### src/sv/ndbf_pkg.sv
// Shared constants, codes and types of the box fill address generator.
package ndbf_pkg;

	localparam int MAX_DIMS   = 3;
	localparam int DIM_BITS   = 10;
	localparam int DATA_WIDTH = 32;
	localparam int EXT_W      = DIM_BITS + 1;
	localparam int SIZE_W     = 11;
	localparam int COORD_W    = 11;
	localparam int SUM_W      = 12;
	localparam int ADDR_W     = 30;
	localparam int NDIM_W     = 2;
	localparam int REG_IDX_W  = 2;
	localparam int PART_W     = 2 * COORD_W + 1;
	localparam int PROD_W     = PART_W + SIZE_W;

	localparam logic CMD_REQUEST = 1'b0;
	localparam logic CMD_TICK    = 1'b1;

	localparam logic [REG_IDX_W-1:0] REG_NUM_DIMS   = 2'd0;
	localparam logic [REG_IDX_W-1:0] REG_DIM_SIZE_0 = 2'd1;
	localparam logic [REG_IDX_W-1:0] REG_DIM_SIZE_1 = 2'd2;
	localparam logic [REG_IDX_W-1:0] REG_DIM_SIZE_2 = 2'd3;

	typedef enum logic [1:0] {
		ST_OK     = 2'd0,
		ST_BOUNDS = 2'd1,
		ST_ZERO   = 2'd2
	} status_t;

	typedef struct packed {
		logic                                 command;
		logic [DATA_WIDTH-1:0]                fill_value;
		logic [MAX_DIMS-1:0][DIM_BITS-1:0]    start;
		logic [MAX_DIMS-1:0][EXT_W-1:0]       extent;
	} req_t;

	typedef struct packed {
		logic [NDIM_W-1:0]                    num_dims;
		logic [MAX_DIMS-1:0][SIZE_W-1:0]      dim_size;
	} cfg_t;

	typedef struct packed {
		logic [MAX_DIMS-1:0][COORD_W-1:0]     coord;
		logic [DATA_WIDTH-1:0]                value;
		logic                                 last;
		status_t                              status;
	} step_t;

endpackage

### src/sv/ndbf_if.sv
// Channel interfaces: box requests in, write words out.
interface ndbf_req_if;
	logic        valid;
	logic        ready;
	logic        command;
	logic [31:0] fill_value;
	logic [9:0]  start_0;
	logic [9:0]  start_1;
	logic [9:0]  start_2;
	logic [10:0] extent_0;
	logic [10:0] extent_1;
	logic [10:0] extent_2;

	modport source (output valid, command, fill_value, start_0, start_1, start_2,
		extent_0, extent_1, extent_2, input ready);
	modport sink (input valid, command, fill_value, start_0, start_1, start_2,
		extent_0, extent_1, extent_2, output ready);
endinterface

interface ndbf_wr_if;
	logic        valid;
	logic        ready;
	logic [29:0] write_address;
	logic [31:0] write_value;
	logic        last;
	logic [1:0]  status;

	modport source (output valid, write_address, write_value, last, status, input ready);
	modport sink (input valid, write_address, write_value, last, status, output ready);
endinterface

### src/sv/ndbf_walker.sv
// Box walk state: request checking, coordinate odometer and end detection.
module ndbf_walker import ndbf_pkg::*; (
	input  logic  clk,
	input  logic  arst_n,
	input  logic  accept,
	input  req_t  req,
	input  cfg_t  cfg,
	output logic  step_valid,
	output step_t step
);

	logic [NDIM_W-1:0]                 dims_q;
	logic                              busy_q;
	logic [MAX_DIMS-1:0][COORD_W-1:0]  coord_q;
	logic [MAX_DIMS-1:0][DIM_BITS-1:0] start_q;
	logic [MAX_DIMS-1:0][COORD_W-1:0]  end_q;
	logic [DATA_WIDTH-1:0]             held_q;

	logic [NDIM_W-1:0]                 dims;
	logic [MAX_DIMS-1:0][COORD_W-1:0]  coord_nx;
	logic [MAX_DIMS-1:0][DIM_BITS-1:0] start_nx;
	logic [MAX_DIMS-1:0][COORD_W-1:0]  end_nx;
	logic [MAX_DIMS-1:0][SUM_W-1:0]    sum;
	logic [DATA_WIDTH-1:0]             value_nx;
	status_t                           err;
	logic                              carry;
	logic                              at_end;
	logic [COORD_W-1:0]                inc;
	logic                              is_req;

	assign is_req = (req.command == CMD_REQUEST);

	always_comb begin
		dims     = is_req ? cfg.num_dims : dims_q;
		start_nx = start_q;
		end_nx   = end_q;
		coord_nx = coord_q;
		value_nx = held_q;
		err      = ST_OK;
		carry    = 1'b1;
		inc      = '0;
		for (int d = 0; d < MAX_DIMS; d++) begin
			sum[d] = SUM_W'(req.start[d]) + SUM_W'(req.extent[d]);
		end
		if (is_req) begin
			start_nx = req.start;
			value_nx = req.fill_value;
			for (int d = 0; d < MAX_DIMS; d++) begin
				end_nx[d]   = sum[d][COORD_W-1:0];
				coord_nx[d] = COORD_W'(req.start[d]);
				// Higher dimensions come later in the loop, so their failure wins.
				if (NDIM_W'(d) < dims) begin
					if (sum[d] > SUM_W'(cfg.dim_size[d])) begin
						err = ST_BOUNDS;
					end else if (req.extent[d] == '0) begin
						err = ST_ZERO;
					end
				end
			end
		end else begin
			for (int d = 0; d < MAX_DIMS; d++) begin
				if (NDIM_W'(d) < dims && carry) begin
					inc = coord_q[d] + COORD_W'(1);
					if (inc == end_q[d]) begin
						coord_nx[d] = COORD_W'(start_q[d]);
					end else begin
						coord_nx[d] = inc;
						carry       = 1'b0;
					end
				end
			end
		end
		at_end = 1'b1;
		for (int d = 0; d < MAX_DIMS; d++) begin
			if (NDIM_W'(d) < dims &&
				(SUM_W'(coord_nx[d]) + SUM_W'(1)) != SUM_W'(end_nx[d])) begin
				at_end = 1'b0;
			end
		end
	end

	always_comb begin
		step_valid = accept && (is_req || busy_q);
		for (int d = 0; d < MAX_DIMS; d++) begin
			step.coord[d] = (NDIM_W'(d) < dims && err == ST_OK) ? coord_nx[d] : '0;
		end
		step.value  = (err == ST_OK) ? value_nx : '0;
		step.last   = (err != ST_OK) || at_end;
		step.status = err;
	end

	always_ff @(posedge clk or negedge arst_n) begin
		if (!arst_n) begin
			dims_q <= '0;
			busy_q <= 1'b0;
		end else if (accept && (is_req || busy_q)) begin
			dims_q <= dims;
			busy_q <= (err == ST_OK) && !at_end;
		end
	end

	always_ff @(posedge clk) begin
		if (accept && (is_req || busy_q)) begin
			coord_q <= coord_nx;
			start_q <= start_nx;
			end_q   <= end_nx;
			held_q  <= value_nx;
		end
	end

endmodule

### src/sv/ndbf_addr_pipe.sv
// Three-stage linear address pipeline with stall handling and output register.
module ndbf_addr_pipe import ndbf_pkg::*; (
	input  logic         clk,
	input  logic         arst_n,
	input  cfg_t         cfg,
	input  logic         step_valid,
	input  step_t        step,
	output logic         step_ready,
	ndbf_wr_if.source    wr
);

	logic                  valid_s1;
	step_t                 step_s1;
	logic                  valid_s2;
	logic [PART_W-1:0]     part_s2;
	logic [COORD_W-1:0]    c0_s2;
	logic [DATA_WIDTH-1:0] value_s2;
	logic                  last_s2;
	status_t               status_s2;
	logic                  valid_s3;
	logic [ADDR_W-1:0]     addr_s3;
	logic [DATA_WIDTH-1:0] value_s3;
	logic                  last_s3;
	status_t               status_s3;

	logic                  free_s1;
	logic                  free_s2;
	logic                  free_s3;
	logic [PART_W-1:0]     part;
	logic [PROD_W:0]       full_addr;

	assign free_s3    = !valid_s3 || wr.ready;
	assign free_s2    = !valid_s2 || free_s3;
	assign free_s1    = !valid_s1 || free_s2;
	assign step_ready = free_s1;

	// Address in Horner form: c0 + size0 * (c1 + size1 * c2).
	assign part = PART_W'(step_s1.coord[2]) * PART_W'(cfg.dim_size[1])
		+ PART_W'(step_s1.coord[1]);
	assign full_addr = (PROD_W+1)'(part_s2) * (PROD_W+1)'(cfg.dim_size[0])
		+ (PROD_W+1)'(c0_s2);

	always_ff @(posedge clk or negedge arst_n) begin
		if (!arst_n) begin
			valid_s1 <= 1'b0;
			valid_s2 <= 1'b0;
			valid_s3 <= 1'b0;
		end else begin
			if (free_s1) begin
				valid_s1 <= step_valid;
			end
			if (free_s2) begin
				valid_s2 <= valid_s1;
			end
			if (free_s3) begin
				valid_s3 <= valid_s2;
			end
		end
	end

	always_ff @(posedge clk) begin
		if (free_s1) begin
			step_s1 <= step;
		end
		if (free_s2) begin
			part_s2   <= part;
			c0_s2     <= step_s1.coord[0];
			value_s2  <= step_s1.value;
			last_s2   <= step_s1.last;
			status_s2 <= step_s1.status;
		end
		if (free_s3) begin
			addr_s3   <= full_addr[ADDR_W-1:0];
			value_s3  <= value_s2;
			last_s3   <= last_s2;
			status_s3 <= status_s2;
		end
	end

	assign wr.valid         = valid_s3;
	assign wr.write_address = addr_s3;
	assign wr.write_value   = value_s3;
	assign wr.last          = last_s3;
	assign wr.status        = status_s3;

endmodule

### src/sv/nd_box_fill_address_generator.sv
// Top level of the N-dimensional box fill address generator.
//
//   channel   direction   word                                 handshake
//   req       in          command, fill value, starts, extents valid/ready
//   wr        out         write address, value, last, status   valid/ready
//   cfg       in          register index and data              cfg_we only
//
// One word is accepted per cycle while req.ready is high; its write word passes through the
// step register, the partial product register and the output register of the address pipe
// before it is valid on wr.
// A tick while no box is open is accepted and gives no word.
// When wr stalls, the pipe fills and req.ready drops once all three stages hold words.
// Reset clears the pipe, the walk and the registers to one dimension of size one.
module nd_box_fill_address_generator import ndbf_pkg::*; (
	input  logic                 clk,
	input  logic                 arst_n,
	ndbf_req_if.sink             req,
	ndbf_wr_if.source            wr,
	input  logic                 cfg_we,
	input  logic [REG_IDX_W-1:0] cfg_index,
	input  logic [SIZE_W-1:0]    cfg_wdata
);

	cfg_t  cfg_q;
	req_t  req_word;
	logic  accept;
	logic  step_valid;
	logic  step_ready;
	step_t step;

	always_ff @(posedge clk or negedge arst_n) begin
		if (!arst_n) begin
			cfg_q.num_dims <= NDIM_W'(1);
			for (int d = 0; d < MAX_DIMS; d++) begin
				cfg_q.dim_size[d] <= SIZE_W'(1);
			end
		end else if (cfg_we) begin
			case (cfg_index)
				REG_NUM_DIMS:   cfg_q.num_dims    <= cfg_wdata[NDIM_W-1:0];
				REG_DIM_SIZE_0: cfg_q.dim_size[0] <= cfg_wdata;
				REG_DIM_SIZE_1: cfg_q.dim_size[1] <= cfg_wdata;
				REG_DIM_SIZE_2: cfg_q.dim_size[2] <= cfg_wdata;
				default: ;
			endcase
		end
	end

	assign req_word.command    = req.command;
	assign req_word.fill_value = req.fill_value;
	assign req_word.start[0]   = req.start_0;
	assign req_word.start[1]   = req.start_1;
	assign req_word.start[2]   = req.start_2;
	assign req_word.extent[0]  = req.extent_0;
	assign req_word.extent[1]  = req.extent_1;
	assign req_word.extent[2]  = req.extent_2;

	assign req.ready = step_ready;
	assign accept    = req.valid && step_ready;

	ndbf_walker u_walker (
		.clk        (clk),
		.arst_n     (arst_n),
		.accept     (accept),
		.req        (req_word),
		.cfg        (cfg_q),
		.step_valid (step_valid),
		.step       (step)
	);

	ndbf_addr_pipe u_addr_pipe (
		.clk        (clk),
		.arst_n     (arst_n),
		.cfg        (cfg_q),
		.step_valid (step_valid),
		.step       (step),
		.step_ready (step_ready),
		.wr         (wr)
	);

endmodule
### src/flat_wrapper.sv
// flat-port wrapper written by rule: the top's interface ports become plain ports
module nd_box_fill_address_generator_flat import ndbf_pkg::*;
  (clk, arst_n, cfg_we, cfg_index, cfg_wdata, req_valid, req_command, req_fill_value, req_start_0, req_start_1, req_start_2, req_extent_0, req_extent_1, req_extent_2, req_ready, wr_valid, wr_write_address, wr_write_value, wr_last, wr_status, wr_ready);
  ndbf_req_if req_i ();
  ndbf_wr_if wr_i ();
  input  logic clk;
  input  logic arst_n;
  input  logic cfg_we;
  input  logic [REG_IDX_W-1:0] cfg_index;
  input  logic [SIZE_W-1:0] cfg_wdata;
  input wire logic [$bits(req_i.valid)-1:0] req_valid;
  input wire logic [$bits(req_i.command)-1:0] req_command;
  input wire logic [$bits(req_i.fill_value)-1:0] req_fill_value;
  input wire logic [$bits(req_i.start_0)-1:0] req_start_0;
  input wire logic [$bits(req_i.start_1)-1:0] req_start_1;
  input wire logic [$bits(req_i.start_2)-1:0] req_start_2;
  input wire logic [$bits(req_i.extent_0)-1:0] req_extent_0;
  input wire logic [$bits(req_i.extent_1)-1:0] req_extent_1;
  input wire logic [$bits(req_i.extent_2)-1:0] req_extent_2;
  output wire logic [$bits(req_i.ready)-1:0] req_ready;
  output wire logic [$bits(wr_i.valid)-1:0] wr_valid;
  output wire logic [$bits(wr_i.write_address)-1:0] wr_write_address;
  output wire logic [$bits(wr_i.write_value)-1:0] wr_write_value;
  output wire logic [$bits(wr_i.last)-1:0] wr_last;
  output wire logic [$bits(wr_i.status)-1:0] wr_status;
  input wire logic [$bits(wr_i.ready)-1:0] wr_ready;
  assign req_i.valid = req_valid;
  assign req_i.command = req_command;
  assign req_i.fill_value = req_fill_value;
  assign req_i.start_0 = req_start_0;
  assign req_i.start_1 = req_start_1;
  assign req_i.start_2 = req_start_2;
  assign req_i.extent_0 = req_extent_0;
  assign req_i.extent_1 = req_extent_1;
  assign req_i.extent_2 = req_extent_2;
  assign req_ready = req_i.ready;
  assign wr_valid = wr_i.valid;
  assign wr_write_address = wr_i.write_address;
  assign wr_write_value = wr_i.write_value;
  assign wr_last = wr_i.last;
  assign wr_status = wr_i.status;
  assign wr_i.ready = wr_ready;
  nd_box_fill_address_generator u_core (.clk(clk), .arst_n(arst_n), .req(req_i), .wr(wr_i), .cfg_we(cfg_we), .cfg_index(cfg_index), .cfg_wdata(cfg_wdata));
endmodule
### config.mk
export PLATFORM = sky130hd
export DESIGN_NAME = nd_box_fill_address_generator_flat
export DESIGN_NICKNAME = d
export VERILOG_FILES = /design/src/sv/ndbf_pkg.sv /design/src/sv/ndbf_if.sv /design/src/sv/ndbf_walker.sv /design/src/sv/ndbf_addr_pipe.sv /design/src/sv/nd_box_fill_address_generator.sv /design/src/flat_wrapper.sv
export SDC_FILE = /design/constraint.sdc
export NUM_CORES = 2
export LEC_CHECK = 0
export BUFFER_PORTS_ARGS = -buffer_cell sky130_fd_sc_hd__buf_2
export CAP_MARGIN = 20
export CORE_MARGIN = 2
export CORE_UTILIZATION = 40
export CTS_CLUSTER_SIZE = 24
export DETAILED_ROUTE_END_ITERATION = 6
export PLACE_DENSITY = 0.54
export SLEW_MARGIN = 25
export SYNTH_ARGS = -nofsm -noshare
export SYNTH_HDL_FRONTEND = slang
export SYNTH_SLANG_ARGS = --single-unit
### constraint.sdc
create_clock -name clk -period 18.3 [get_ports clk]
set_clock_uncertainty 0.1 [all_clocks]
set_input_delay 3.66 -clock clk [delete_from_list [all_inputs] [get_ports clk]]
set_output_delay 3.66 -clock clk [all_outputs]
set_load 0.02 [all_outputs]
Yosys cells after proc, flatten, opt, wreduce, memory -nomap -nowiden
Cells that the tools add are included.
Widths: inputs -> output; s select.
{ "op_classes": {"n_addsub": 11, "mul": 2, "order_cmp": 6, "n_eq_ne": 9, "muxes": 29, "bitwise_logic": 1, "reduce_logical": 31} }
{ "ops": {"columns": ["cell", "n"], "rows": [
  ["$mux 11", 6],
  ["$mux 33", 2],
  ["$add 10x11->12", 3],
  ["$add 11x1->12 const B", 3],
  ["$gt 12x11->1", 3],
  ["$ne 12x11->1", 3],
  ["$add 11x1->11 const B", 3],
  ["$eq 11x11->1", 3],
  ["$logic_not 11->1", 3],
  ["$mux 32", 1],
  ["$add 30x11->30", 1],
  ["$mul 23x11->30", 1],
  ["$add 22x11->23", 1],
  ["$mul 11x11->22", 1],
  ["$mux 2", 11],
  ["$logic_and 1x1->1", 11],
  ["$reduce_and 2->1", 5],
  ["$mux 1", 9],
  ["$logic_or 1x1->1", 5],
  ["$eq 2x2->1 const B", 2],
  ["$logic_not 1->1", 4],
  ["$logic_not 2->1", 2],
  ["$lt 1x2->1 const A", 2],
  ["$eq 2x1->1 const B", 1],
  ["3 further kinds", 3]
]} }
{ "word_totals": {"reg_bits": 371} }

Longest topological paths before layout
{ "logic_depth": {"depth_word": 19, "depth_mapped": 27} }

Modules after synthesis
A second synthesis with hierarchy kept.
{ "unflattened": {"cells_unflattened": 3068, "hier_area_um2": 31885.6} }
{ "modules_own_cells": {"columns": ["mod", "instances", "cells_each", "area_each_um2", "seq_area_each_um2"], "rows": [
  ["ndbf_addr_pipe", 1, 1686, 18501.5, 6140.9],
  ["ndbf_walker", 1, 1304, 11970.2, 3918.8],
  ["nd_box_fill_address_generator", 1, 78, 1413.9, 880.8]
]} }

Least setup slack after synthesis
Ideal clock, no wire load.
{ "synth_path": {"path_kind": "input to output", "startpoint": "input port wr_ready", "endpoint": "output port req_ready", "arrival_time_ns": 5.574, "required_ns": 14.540, "path_slack_ns": 8.966, "stages": 2, "n_path_buf": 0, "path_cell_list": "nor2b_1 > nand3_1"} }
{ "synth_between": {"elab_chain_len": 3} }
{ "synth_lines": {"columns": ["element", "line_no", "source"], "rows": [
  ["from (decl)", "flat_wrapper.sv:26", "input wire logic [$bits(wr_i.ready)-1:0] wr_ready;"],
  ["$logic_or 1x1->1", "ndbf_addr_pipe.sv:32", "assign free_s3 = !valid_s3 || wr.ready;"],
  ["$logic_or 1x1->1", "ndbf_addr_pipe.sv:33", "assign free_s2 = !valid_s2 || free_s3;"],
  ["$logic_or 1x1->1", "ndbf_addr_pipe.sv:34", "assign free_s1 = !valid_s1 || free_s2;"],
  ["to (decl)", "flat_wrapper.sv:20", "output wire logic [$bits(req_i.ready)-1:0] req_ready;"]
]} }
No other way between the ends.

Final worst setup path
Ends and elaborated chain as after synthesis.

==> run summary <==
After the first detailed-routing iteration, the DRC count stood at 1,397. The residual overflow from global routing is 0. Data arrives at the worst endpoint at 4920 ps. The CTS tree is done. The area share of the largest cell type after synthesis is 31.6%.

The post-synthesis average cell area is 10.4 sq um. Setup repair after global routing left no endpoint under its margin. At the pin with the least slew margin, the transition time is 1090 ps.

The buffers inserted during post-CTS setup optimization came out at 0. The top fanout value on the critical path is 4. The count of TritonRoute iterations in the first routing pass came out at 5. Synthesis inferred 371 register bits. The number of warnings issued by yosys came out at 0. The core footprint is 77,600 sq um. The most used flip-flop cell after synthesis is edfxtp_1. After routing, the total negative slack on setup checks comes to 0 ps. Once layout is complete, the utilization of the core stands at 44.9%. Once the clock tree was built, the resizer swapped 0 gates to a different size. The multiplexer fraction of the synthesized cell area came out at 3.61%. The number of buffers and inverters on the critical path came out at 2. Across every metal layer, demand over resource in global routing totals 21.4%. The clock latency on the worst-skew pair is 590 ps.

The worst setup path is captured at a primary output. The die covers 80,700 sq um. The average detailed-routed wire length per instance came out at 20.4 microns. On the critical path the largest part of the delay comes from simple AND/OR/NAND/NOR gates. After synthesis, the cell types taking the most area are edfxtp_1 32%, fa_1 18%, ha_1 7.9%, inv_1 5.7%, nand2_1 4.2%. The via count came out at 22,400.

The total length of routed wires came out at 86,200 microns. The count of input and output buffers is 180. The worst hold margin came out at 317 ps. The proportion of layout cells with a drive suffix above 1 came out at 12.9%. The residual antenna-violating net count after detailed routing came out at 0. Of the synthesized area, sequential elements account for 34.8%. In this run the cell area of the synthesized design comes to 31,400 sq um.

The row count is 102. The number of endpoints with negative hold slack in the final report was 0. The routability congestion estimate is 0.931. The total number of nets in the final design is 3,739. The global-route wire length before repair came out at 136,000 microns. The number of global-route vias before repair came out at 23,600. In this run, synthesis inferred 330 flip-flops with an integrated enable. The smallest clock period supported by the final layout is computed as 8680 ps. Once the floorplan was initialized, standard cells occupied 40.5% of the core. The critical path in this run is classified as input port to primary output. In this design, the critical path's most frequently occurring cell is buf_2. The post-CTS clock slew at the launch and capture registers of the worst setup and hold paths came out at 60 ps. The number of hold buffers added after CTS is 0. The HPWL after detailed placement came out at 65,900 microns. The kind of launch point of the worst setup path is an input port. The number of distinct library cells after synthesis is 103. The die span in x came out at 284 microns. The final number of max-transition violations is 0. The maximum number of pins on one net before global-route repair is 80. The final-report setup violation count came out at 0. The simple logic cell fraction of the synthesized area is 15.2%. Summed over all instances, the cell type with the most area after synthesis is edfxtp_1. Counting the buffers created by CTS gives 45. The cell with the biggest individual delay on the critical path is nor2b_1. The adder-cell share of the synthesized area came out at 26.4%. After synthesis, the largest family of logic cells by area is adder cells. The synthesis-to-layout area growth is 10.9%. The final clock period utilization by the worst path is 47.4%. The height of the die is 284 microns. The count of mapped cells out of synthesis came out at 3,021. The maximum clock frequency came out at 115 MHz. The cell total after placement came out at 4,129. The tightest min-delay check is of the register to register type.

The clock net in this run drives a total of 371 sinks. At the worst endpoint, the required time is 14,540 ps. The fraction of the mapped netlist area in compound gates is 8.17%.

The number of I/O pins came out at 181. Max-cap violations in this run came to 0. Counting flops with an async set or reset pin after synthesis yields a share of 11.1%. The number of antenna violations at the first check in global routing was 8. Clock tree synthesis selected as its root buffer the cell clkbuf_16.

For this run, design rule violations remaining after detail routing come to 0. Walking the worst path, the cells encountered are buf_2 -> nor2b_1 -> nand3_4 -> buf_2. After the flow finishes, the layout carries non-filler instances totaling 4,217. The total nets after synthesis came out at 3,623.

The fraction of synthesized cell area in xor and xnor cells is 4.45%. The via density per instance came out at 5.30. The longest individual stage delay on the worst path came out at 660 ps. The buffer levels on the longest clock path is 3.

The H-tree depth came out at 2. The run finished with clean final reports. The worst slew margin relative to its limit came out at 27.5%.
-- cell families after synthesis --
group,count (synthesis)
adder cells (fa/ha/maj),488
AO/OA/AOI/OAI,367
multiplexers,103
AND/OR/NAND/NOR,933
buffers and inverters,609
XOR/XNOR,150
flip-flops,371
-- metal layers --
| layer | wire (microns) | part of all wire, % | global-route usage [%] |
|---|---|---|---|
| met1 | 39600 | 46 | 29.6 |
| met2 | 40400 | 47 | 35.4 |
| met3 | 4170 | 4.8 | 2.86 |
| met4 | 2000 | 2.3 | 5.58 |
| met5 | 16 | 0.019 | 0 |
-- sequential cells by signal (all words and copies together), names as in the netlist --
register	cells
u_core.u_addr_pipe.step_s1	68
u_core.cfg_q	35
u_core.u_walker.coord_q	33
u_core.u_walker.end_q	33
u_core.u_addr_pipe.value_s2	32
u_core.u_addr_pipe.wr.write_value	32
u_core.u_walker.held_q	32
u_core.u_addr_pipe.wr.write_address	30
u_core.u_walker.start_q	30
u_core.u_addr_pipe.part_s2	23
u_core.u_addr_pipe.c0_s2	11
u_core.u_addr_pipe.status_s2	2
u_core.u_addr_pipe.wr.status	2
u_core.u_walker.dims_q	2
u_core.u_addr_pipe.last_s2	1
u_core.u_addr_pipe.valid_s1	1
u_core.u_addr_pipe.valid_s2	1
u_core.u_addr_pipe.wr.last	1
u_core.u_addr_pipe.wr.valid	1
u_core.u_walker.busy_q	1
-- final timing paths --
| path | depth (start not counted) | endpoint | from | slack [ps] |
|---|---|---|---|---|
| worst max register to register | 23 | u_core.u_addr_pipe.wr.write_address[29]$_DFFE_PP_ | u_core.cfg_q[3]$_DFFE_PN0P_ | 10820 |
| max in group asynchronous | 2 | u_core.cfg_q[2]$_DFFE_PN0P_ | arst_n | 14580 |
| worst min register to register | 0 | u_core.u_addr_pipe.wr.write_value[14]$_DFFE_PP_ | u_core.u_addr_pipe.value_s2[14]$_DFFE_PP_ | 320 |
| worst min-delay path | 0 | u_core.u_addr_pipe.wr.write_value[14]$_DFFE_PP_ | u_core.u_addr_pipe.value_s2[14]$_DFFE_PP_ | 320 |
| min in group asynchronous | 2 | u_core.cfg_q[21]$_DFFE_PN0P_ | arst_n | 3070 |
| worst max-delay path | 4 | req_ready | wr_ready | 9620 |
-- metrics by stage --
step           cell area [sq um]  setup WS, ps
2_1_floorplan              31400          8970
4_1_cts                    34800          9680
6_report                   34800          9620
3_3_place_gp               33200          8910
3_5_place_dp               33300          9080
5_1_grt                    34800          9200
-- cell usage in the layout (no fill, tap or decap), drive strengths merged, types with 54 or more instances in the layout --
cell type	count
a21oi	74
and2	156
buf	197
clkbuf	56
edfxtp	330
fa	289
ha	199
inv	483
mux2	81
nand2	348
nand3	54
nor2	118
nor2b	55
o21ai	77
xnor2	106
-- Yosys cell counts (45+ instances only) --
master	n
inv_1	479
edfxtp_1	330
clkbuf_1	107
ha_1	199
nand2_1	348
o21ai_0	75
a21oi_1	74
nor2b_1	55
xnor2_1	106
nand3_1	51
nor2_1	118
fa_1	289
mux2_2	81
and2_1	156
nor3_1	45
-- area by class of cell --
class | instances | area (sq um)
fill | 7481 | 42800
multi-input combinational | 2041 | 18200
sequential | 371 | 10900
inverter | 481 | 1810
tap | 1040 | 1300
clock buffer | 56 | 1210
timing repair buffer | 197 | 1040
clock inverter | 25 | 295
antenna | 6 | 15.0
Power is not shown: default switching activity piles up to over one toggle a cycle in this logic, so the estimate is an artifact.
